File: src/sv/tle_pkg.sv
// tle_pkg: sizes, command codes and controller/datapath handshake structs
// for the timer list tick expiry block; no dependencies
`default_nettype none

package tle_pkg;

  localparam int NUM_TIMERS = 16;
  localparam int TIME_BITS  = 32;

  // slots a tick visits: only slots below 16 can ever be addressed
  localparam int SLOT_SPAN = (NUM_TIMERS < 16) ? NUM_TIMERS : 16;
  localparam int SLOT_BITS = (NUM_TIMERS > 1) ? $clog2(NUM_TIMERS) : 1;
  localparam int CNT_BITS  = (SLOT_SPAN > 1) ? $clog2(SLOT_SPAN) : 1;
  // widths that hold both a field and its internal counterpart
  localparam int SEL_BITS  = (SLOT_BITS > 4) ? SLOT_BITS : 4;
  localparam int IVL_BITS  = (TIME_BITS > 32) ? TIME_BITS : 32;

  localparam logic [1:0] CMD_TICK   = 2'd0;
  localparam logic [1:0] CMD_ADD    = 2'd1;
  localparam logic [1:0] CMD_REMOVE = 2'd2;

  typedef logic [TIME_BITS-1:0] time_t;

  // controller to datapath
  typedef struct packed {
    logic start;   // tick accepted: rewind the slot sweep
    logic add;     // add or restart beat accepted
    logic remove;  // remove beat accepted
    logic step;    // process the current slot and advance
    logic flush;   // hand the held result out as the final one
  } tle_cmd_t;

  // datapath to controller
  typedef struct packed {
    logic hit;         // current slot expires on this tick
    logic scan_last;   // current slot is the last one of the sweep
    logic pend_valid;  // a result is held back awaiting its last flag
    logic out_free;    // output register can take a beat this cycle
  } tle_stat_t;

endpackage

`default_nettype wire

File: src/sv/tle_if.sv
// tle_in_if / tle_out_if: valid-ready channels for commands and expiry results
// depends on tle_pkg for nothing but the command encoding convention
`default_nettype none

interface tle_in_if;
  logic        valid;
  logic        ready;
  logic [1:0]  command;
  logic [3:0]  slot;
  logic [31:0] interval;
  logic        one_shot;

  modport source (output valid, command, slot, interval, one_shot, input ready);
  modport sink   (input valid, command, slot, interval, one_shot, output ready);
endinterface

interface tle_out_if;
  logic       valid;
  logic       ready;
  logic [3:0] expired_slot;
  logic       deactivated;
  logic       last;

  modport source (output valid, expired_slot, deactivated, last, input ready);
  modport sink   (input valid, expired_slot, deactivated, last, output ready);
endinterface

`default_nettype wire

File: src/sv/tle_ctrl.sv
// tle_ctrl: sequencer for command decode, the per-tick slot sweep and the
// final flush; depends on tle_pkg
`default_nettype none

module tle_ctrl (
  input  wire logic               clk,
  input  wire logic               rst_n,
  input  wire logic               in_valid,
  input  wire logic [1:0]         in_command,
  output logic                    in_ready,
  input  wire tle_pkg::tle_stat_t stat,
  output tle_pkg::tle_cmd_t       cmd
);
  import tle_pkg::*;

  typedef enum logic [2:0] {
    ST_IDLE  = 3'b001,
    ST_SCAN  = 3'b010,
    ST_FLUSH = 3'b100
  } state_t;

  state_t state_r, state_nxt;
  logic   accept;
  logic   stall;

  assign in_ready = (state_r == ST_IDLE);
  assign accept   = in_valid && in_ready;
  // a second expiry cannot move the held result while the output is full
  assign stall    = stat.hit && stat.pend_valid && !stat.out_free;

  always_comb begin
    state_nxt  = state_r;
    cmd        = '0;
    case (state_r)
      ST_IDLE: begin
        if (accept) begin
          case (in_command)
            CMD_TICK: begin
              cmd.start = 1'b1;
              state_nxt = ST_SCAN;
            end
            CMD_ADD:    cmd.add = 1'b1;
            CMD_REMOVE: cmd.remove = 1'b1;
            default: ;
          endcase
        end
      end
      ST_SCAN: begin
        if (!stall) begin
          cmd.step = 1'b1;
          if (stat.scan_last) state_nxt = ST_FLUSH;
        end
      end
      ST_FLUSH: begin
        if (!stat.pend_valid) begin
          state_nxt = ST_IDLE;
        end else if (stat.out_free) begin
          cmd.flush = 1'b1;
          state_nxt = ST_IDLE;
        end
      end
      default: state_nxt = ST_IDLE;
    endcase
  end

  always_ff @(posedge clk) begin
    if (!rst_n) begin
      state_r <= ST_IDLE;
    end else begin
      state_r <= state_nxt;
    end
  end

  // a tick always reaches the sweep on the following cycle
  a_tick_starts_scan: assert property (@(posedge clk) disable iff (!rst_n)
    cmd.start |=> (state_r == ST_SCAN))
    else $error("tick did not start the sweep");

  // the sweep never steps over a stalled expiry
  a_no_step_on_stall: assert property (@(posedge clk) disable iff (!rst_n)
    (cmd.step && stat.hit && stat.pend_valid) |-> stat.out_free)
    else $error("sweep stepped while output was blocked");

endmodule

`default_nettype wire

File: src/sv/tle_dp.sv
// tle_dp: timer slot storage, sweep counter, held result and output register
// depends on tle_pkg; driven by tle_ctrl commands
`default_nettype none

module tle_dp (
  input  wire logic               clk,
  input  wire logic               rst_n,
  input  wire tle_pkg::tle_cmd_t  cmd,
  output tle_pkg::tle_stat_t      stat,
  input  wire logic [3:0]         in_slot,
  input  wire logic [31:0]        in_interval,
  input  wire logic               in_one_shot,
  output logic                    out_valid,
  input  wire logic               out_ready,
  output logic [3:0]              out_expired_slot,
  output logic                    out_deactivated,
  output logic                    out_last
);
  import tle_pkg::*;

  time_t                 time_left_r [NUM_TIMERS];
  time_t                 reload_r    [NUM_TIMERS];
  logic [NUM_TIMERS-1:0] active_r;
  logic [NUM_TIMERS-1:0] once_r;

  logic [CNT_BITS-1:0]   cnt_r;
  logic                  pend_valid_r;
  logic [3:0]            pend_slot_r;
  logic                  pend_deact_r;
  logic                  out_valid_r;
  logic [3:0]            out_slot_r;
  logic                  out_deact_r;
  logic                  out_last_r;

  logic [SEL_BITS-1:0]   a_sel, c_sel;
  logic [SLOT_BITS-1:0]  aidx, cidx;
  logic [IVL_BITS-1:0]   ivl_ext;
  time_t                 load_val;
  logic                  in_range;
  time_t                 tl_cur, tl_dec;
  logic                  hit;
  logic                  push;

  assign a_sel    = SEL_BITS'(in_slot);
  assign aidx     = a_sel[SLOT_BITS-1:0];
  assign c_sel    = SEL_BITS'(cnt_r);
  assign cidx     = c_sel[SLOT_BITS-1:0];
  assign in_range = ({3'b000, in_slot} < 7'(NUM_TIMERS));
  assign ivl_ext  = IVL_BITS'(in_interval);
  assign load_val = ivl_ext[TIME_BITS-1:0];

  assign tl_cur = time_left_r[cidx];
  assign tl_dec = tl_cur - time_t'(1);
  assign hit    = active_r[cidx] && (tl_dec == '0);
  // a held result leaves either when a later expiry replaces it or at the end
  assign push   = pend_valid_r && ((cmd.step && hit) || cmd.flush);

  assign stat.hit        = hit;
  assign stat.scan_last  = (cnt_r == CNT_BITS'(SLOT_SPAN - 1));
  assign stat.pend_valid = pend_valid_r;
  assign stat.out_free   = !out_valid_r || out_ready;

  // slot payload, no reset: only read once an add has written it
  always_ff @(posedge clk) begin
    if (cmd.add && in_range) begin
      time_left_r[aidx] <= load_val;
      reload_r[aidx]    <= load_val;
      once_r[aidx]      <= in_one_shot;
    end else if (cmd.step && active_r[cidx]) begin
      time_left_r[cidx] <= (hit && !once_r[cidx]) ? reload_r[cidx] : tl_dec;
    end
  end

  always_ff @(posedge clk) begin
    if (!rst_n) begin
      active_r     <= '0;
      cnt_r        <= '0;
      pend_valid_r <= 1'b0;
      out_valid_r  <= 1'b0;
    end else begin
      if (cmd.add && in_range) begin
        active_r[aidx] <= 1'b1;
      end else if (cmd.remove && in_range) begin
        active_r[aidx] <= 1'b0;
      end else if (cmd.step && hit && once_r[cidx]) begin
        active_r[cidx] <= 1'b0;
      end

      if (cmd.start) begin
        cnt_r <= '0;
      end else if (cmd.step && !stat.scan_last) begin
        cnt_r <= cnt_r + CNT_BITS'(1);
      end

      if (cmd.start || cmd.flush) begin
        pend_valid_r <= 1'b0;
      end else if (cmd.step && hit) begin
        pend_valid_r <= 1'b1;
      end

      if (push) begin
        out_valid_r <= 1'b1;
      end else if (out_ready) begin
        out_valid_r <= 1'b0;
      end
    end
  end

  always_ff @(posedge clk) begin
    if (cmd.step && hit) begin
      pend_slot_r  <= 4'(cnt_r);
      pend_deact_r <= once_r[cidx];
    end
    if (push) begin
      out_slot_r  <= pend_slot_r;
      out_deact_r <= pend_deact_r;
      out_last_r  <= cmd.flush;
    end
  end

  assign out_valid        = out_valid_r;
  assign out_expired_slot = out_slot_r;
  assign out_deactivated  = out_deact_r;
  assign out_last         = out_last_r;

  // a beat is never written over one that is still waiting
  a_no_overwrite: assert property (@(posedge clk) disable iff (!rst_n)
    (push && out_valid_r) |-> out_ready)
    else $error("output beat overwritten");

  // a tick starts with nothing held back
  a_start_clears: assert property (@(posedge clk) disable iff (!rst_n)
    cmd.start |=> (!pend_valid_r && cnt_r == '0))
    else $error("sweep not rewound");

  // an expiring one-shot slot is inactive afterwards
  a_one_shot_off: assert property (@(posedge clk) disable iff (!rst_n)
    (cmd.step && hit && once_r[cidx]) |=> !active_r[$past(cidx)])
    else $error("one-shot slot still active");

endmodule

`default_nettype wire

File: src/sv/timer_list_tick_expiry.sv
// timer_list_tick_expiry: top level of the tick driven timer slot bank
// depends on tle_pkg, tle_if, tle_ctrl and tle_dp
//
// usage
//   in_ch carries one command per beat: tick, add (load slot with interval
//   and one-shot mark, restart if already running) or remove (stop slot).
//   out_ch carries one beat per slot that expires on a tick, in ascending
//   slot order, with last set on the final beat of that tick. a tick with no
//   expiry, an add and a remove produce no beat.
// command handling
//   add and remove are done in the idle state, which keeps in_ch ready. a tick
//   sweeps one slot per cycle through the slot storage unless an expiry stalls on
//   the output, then releases the final result in the flush state, waiting there
//   for a free output register, before in_ch is ready again.
//   each expiry result is held back until the next expiry of the same tick
//   so its last flag is known; the final one leaves in the flush cycle.
// reset
//   rst_n low at a clock edge marks every slot inactive and empties the output;
//   no clearing pass is needed.
// stalls
//   a waiting output beat does not block the sweep until a second expiry
//   needs the output register; the sweep then holds on that slot until
//   out_ch.ready is seen.
`default_nettype none

module timer_list_tick_expiry (
  input wire logic clk,
  input wire logic rst_n,
  tle_in_if.sink   in_ch,
  tle_out_if.source out_ch
);
  import tle_pkg::*;

  tle_cmd_t  cmd;   // sequencer commands into the datapath
  tle_stat_t stat;  // datapath status back to the sequencer

  // sequencer: decode, sweep and flush
  tle_ctrl u_ctrl (
    .clk        (clk),
    .rst_n      (rst_n),
    .in_valid   (in_ch.valid),
    .in_command (in_ch.command),
    .in_ready   (in_ch.ready),
    .stat       (stat),
    .cmd        (cmd)
  );

  // slot storage and the two result registers
  tle_dp u_dp (
    .clk              (clk),
    .rst_n            (rst_n),
    .cmd              (cmd),
    .stat             (stat),
    .in_slot          (in_ch.slot),
    .in_interval      (in_ch.interval),
    .in_one_shot      (in_ch.one_shot),
    .out_valid        (out_ch.valid),
    .out_ready        (out_ch.ready),
    .out_expired_slot (out_ch.expired_slot),
    .out_deactivated  (out_ch.deactivated),
    .out_last         (out_ch.last)
  );

endmodule

`default_nettype wire

File: src/flat_wrapper.sv
// flat-port wrapper written by rule: the top's interface ports become plain ports
module timer_list_tick_expiry_flat import tle_pkg::*;
  (clk, rst_n, in_ch_valid, in_ch_command, in_ch_slot, in_ch_interval, in_ch_one_shot, in_ch_ready, out_ch_valid, out_ch_expired_slot, out_ch_deactivated, out_ch_last, out_ch_ready);
  tle_in_if in_ch_i ();
  tle_out_if out_ch_i ();
  input wire logic clk;
  input wire logic rst_n;
  input wire logic [$bits(in_ch_i.valid)-1:0] in_ch_valid;
  input wire logic [$bits(in_ch_i.command)-1:0] in_ch_command;
  input wire logic [$bits(in_ch_i.slot)-1:0] in_ch_slot;
  input wire logic [$bits(in_ch_i.interval)-1:0] in_ch_interval;
  input wire logic [$bits(in_ch_i.one_shot)-1:0] in_ch_one_shot;
  output wire logic [$bits(in_ch_i.ready)-1:0] in_ch_ready;
  output wire logic [$bits(out_ch_i.valid)-1:0] out_ch_valid;
  output wire logic [$bits(out_ch_i.expired_slot)-1:0] out_ch_expired_slot;
  output wire logic [$bits(out_ch_i.deactivated)-1:0] out_ch_deactivated;
  output wire logic [$bits(out_ch_i.last)-1:0] out_ch_last;
  input wire logic [$bits(out_ch_i.ready)-1:0] out_ch_ready;
  assign in_ch_i.valid = in_ch_valid;
  assign in_ch_i.command = in_ch_command;
  assign in_ch_i.slot = in_ch_slot;
  assign in_ch_i.interval = in_ch_interval;
  assign in_ch_i.one_shot = in_ch_one_shot;
  assign in_ch_ready = in_ch_i.ready;
  assign out_ch_valid = out_ch_i.valid;
  assign out_ch_expired_slot = out_ch_i.expired_slot;
  assign out_ch_deactivated = out_ch_i.deactivated;
  assign out_ch_last = out_ch_i.last;
  assign out_ch_i.ready = out_ch_ready;
  timer_list_tick_expiry u_core (.clk(clk), .rst_n(rst_n), .in_ch(in_ch_i), .out_ch(out_ch_i));
endmodule
File: config.mk
export PLATFORM = sky130hd
export DESIGN_NAME = timer_list_tick_expiry_flat
export DESIGN_NICKNAME = d
export VERILOG_FILES = /design/src/sv/tle_pkg.sv /design/src/sv/tle_if.sv /design/src/sv/tle_ctrl.sv /design/src/sv/tle_dp.sv /design/src/sv/timer_list_tick_expiry.sv /design/src/flat_wrapper.sv
export SDC_FILE = /design/constraint.sdc
export NUM_CORES = 1
export LEC_CHECK = 0
export BUFFER_PORTS_ARGS = -buffer_cell sky130_fd_sc_hd__buf_2
export CAP_MARGIN = 20
export CORE_ASPECT_RATIO = 1.5
export CORE_UTILIZATION = 65
export CTS_CLUSTER_SIZE = 8
export DETAILED_ROUTE_END_ITERATION = 12
export HOLD_SLACK_MARGIN = 0.06
export PLACE_DENSITY_LB_ADDON = 0.15
export SLEW_MARGIN = 10
export SYNTH_ARGS = -nofsm -noshare
export SYNTH_HDL_FRONTEND = slang
export SYNTH_SLANG_ARGS = --single-unit
export TNS_END_PERCENT = 30
File: constraint.sdc
create_clock -name clk -period 15.6 [get_ports clk]
set_input_delay 3.9 -clock clk [delete_from_list [all_inputs] [get_ports clk]]
set_output_delay 3.9 -clock clk [all_outputs]
set_load 0.03 [all_outputs]
==> reports/qor.yml <==
p_comb_share_pct: 1.4
grt_pass1_vias: 22791
worstPathArrival_ns: 7.37
postSynthAreaPerCell_sq_um: 21.5
r2r-end: "u_core.u_dp.time_left_r[0][24]"
slew_headroom_pct: 30.3
leakage_nw: 15.0
io_buffers: 50
grt_overflow: 0
synth_warnings: 0
synth-edff-count: 1051
grt_max_degree: 119
routedWlPerCell_microns: 34.3
synthCells: 1995
path_class: "reg2reg"
core_sq_um: 65500
clkLatencyLatePin_ns: 0.71
synth-async-reset-ratio_pct: 0
clock-root-buffer: "clkbuf_16"
slew_viol_final: 0
numCtsBuffers: 152
post_cts_buffers: 0
holdCritStartpoint: "u_core.u_dp.pend_deact_r"
status: "finished with violations"
cp-end-kind: "flop"
drc: 4
cts_hold_buf: 0
dieArea_sq_um: 67100
cp_max_fo: 118
fin_util_pct: 74.1
via_per_inst: 7.08
worst_pin_slew_ns: 1.05
totalWireLength_microns: 105000
pin_count: 51
clkPwrFrac_pct: 46.8
reg2regPathDepth: 14
htreeDepth: 4
mappedNetlistNets: 2044
clockBufferDepth: 3
powerDensity_nw_per_um2: 127
placed_cell_area_sq_um: 44400
drt_iter0_drc: 2785
period_share_pct: 44.4
ys_types: 78
nets: 2198
dieHeight_microns: 317
via_count: 21691
syn_area_sq_um: 42900
violations: "DRC"
clock-sinks: 1080
initial_utilization_pct: 65.5
required_ns: 16.04
antenna_found_initial: 11
synth_area_leaders: "edfxtp_1, mux4_2, dfxtp_1, mux2i_1, mux2_2"
cts_tree: "done"
min_period_ns: 6.93
fin_area_sq_um: 48500
final_hold_viol_count: 0
synth_top_area_cell: "edfxtp_1"
globalplace.congestion: 0.970
crit_path_start_kind: "flop"
final_antenna_net_count: 0
holdWs_ns: 0.418
cts.clk_slew.worst_paths_ns: 0.05
cts-resized-gates: 0
dpl.hpwl_microns: 55000
synth.top_cell.area_share_pct: 73.5
drt_first_pass_iters: 9
r2r_slack_ns: 8.67
hold_end: "u_core.u_dp.out_deactivated"
hp-class: "reg2reg"
die_x_microns: 212
vdd_drop_max_mv: 0.126
grt_pass1_wl_microns: 152000
hold_depth: 0
pwr-share-seq_pct: 51.8
ys.flop_type: "edfxtp_1"
p_int_mw: 4.97
ys_seq_area_share_pct: 74.9
ys_seq_elements: 1080
track_usage_pct: 32.8
p_sw_share_pct: 19.5
drive_gt1_share_pct: 29.7
clock.fmax_mhz: 144
setup_violations: 0
area_growth_pct: 13.0
num_rows: 115
fin_setup_tns_ns: 0
fin_skew_ns: 0.0343
rsz0062_at_grt: "no"
drv_cap: 0
power_switching_mw: 1.20
==> power by group through the flow <==
stage	Clock (mW)	Sequential (mW)	Combinational (mW)
finish	2.89	3.20	0.0850
global route	3.02	3.20	0.0901
CTS	2.91	3.20	0.0839
detailed placement	0	3.26	0.0829
global placement	0	3.25	0.0787
floorplan	0	3.26	0.0338
==> flip-flops by register name, indices dropped and copies added (netlist names), 3 cells and up, named ones only <==
signal	flops
u_core.u_dp.reload_r	512
u_core.u_dp.time_left_r	512
u_core.u_dp.active_r	16
u_core.u_dp.once_r	16
u_core.u_dp.c_sel	4
u_core.u_dp.out_expired_slot	4
u_core.u_dp.pend_slot_r	4
u_core.u_ctrl.state_r	3
==> critical path: stages, from the launching register on <==
cell and delay [ns]:
dfxtp_4 0.34, buf_12 0.67, buf_4 0.89, mux4_2 0.61, nand2_1 0.07, and4_1 0.32, inv_2 0.10, nor4_4 0.59
nand4_4 0.26, nor4b_1 0.47, xnor2_1 0.35, nand2_1 0.17, or4_1 0.66, o21ai_0 0.62, mux2_1 0.51
==> cells in the final DEF, fill, tap and decap left out, types with 18 or more instances in the layout <==
master,count
a21o_1,18
mux4_2,286
nand2_1,62
dfxtp_1,26
inv_1,18
clkbuf_1,21
buf_4,52
mux2i_1,32
nor2_1,32
mux2_2,24
clkbuf_16,155
buf_2,51
edfxtp_1,1051
a22oi_1,26
==> cell families (layout without fill, tap and decap cells) <==
group,after synthesis,count (layout),share of synthesized area (%)
other,0,4,0
muxes,353,353,16.7
AOI/OAI and AO/OA,174,174,3.08
adders and majority gates,6,6,0.175
and+or+nand+nor,231,231,3.01
buffers and inverters,125,311,1.60
DFF,1080,1080,74.9
xor gates and xnor gates,26,26,0.531
==> cell usage after synthesis, types with 4 or more instances <==
library cell / instances
edfxtp_1: 1051
mux4_2: 286
nand2_1: 62
nor2_1: 44
clkbuf_1: 40
mux2i_1: 32
dfxtp_1: 29
a22oi_1: 26
mux2_2: 24
buf_1: 22
o22ai_1: 21
buf_6: 19
inv_1: 19
a21o_1: 18
o21ai_0: 17
xnor2_1: 16
buf_2: 15
nor3_1: 15
nand3_1: 14
nor2b_1: 12
mux2_1: 10
o21a_1: 10
xor2_1: 10
nand4_1: 9
or3_1: 9
a21oi_1: 8
a221oi_1: 8
nand2b_1: 8
nor4_1: 8
o221a_2: 8
o221ai_1: 8
and2_1: 7
a31oi_1: 6
and3_1: 6
buf_4: 6
ha_1: 6
nor3b_1: 6
o21ai_1: 6
a22o_1: 4
a41oi_1: 4
nand4b_1: 4
nor4_4: 4
or2_2: 4
==> layout make-up <==
class,instances,area [sq um]
diodes,4,10.0
multi-input cells,790,10400
flip-flops and latches,1080,32200
repair buffers,104,666
well taps,877,1100
inverters,21,78.8
clock buffers,176,3960
clock inverters,10,103
fillers,3536,17000
==> how the worst max path moves through the flow <==
stage	startpoint	to	slack (ns)
2_1_floorplan	in_ch_valid	u_core.u_dp.time_left_r[3][0]	6.92
3_3_place_gp	flop	u_core.u_dp.time_left_r[0][30]	8.74
3_5_place_dp	flop	u_core.u_dp.time_left_r[2][10]	8.62
4_1_cts	flop	u_core.u_dp.time_left_r[15][10]	8.59
5_1_grt	flop	u_core.u_dp.time_left_r[15][10]	8.17
6_report	flop	u_core.u_dp.time_left_r[0][24]	8.67
==> through the flow <==
stage                     worst slack (ns)  std cells  power, mW
after CTS                             8.59       3057       6.19
after detailed placement              8.62       2871       3.34
final                                 8.67       3062       6.18
after global placement                8.74       2871       3.33
after floorplan                       6.92       1995       3.29
after global routing                  8.17       3061       6.31
==> metal layers <==
layer | part of all wire [%] | GRT usage [%] | routed length (microns) | vias to the layer above
met5 | 0.0095 | 0 | 10 | -
met4 | 5.2 | 17.4 | 5420 | 2
met3 | 9.0 | 6.09 | 9490 | 328
met2 | 51 | 55.0 | 54000 | 1407
met1 | 34 | 41.3 | 36000 | 11272
li1 | - | - | - | 8682
Power figures use the tool's default switching activity.
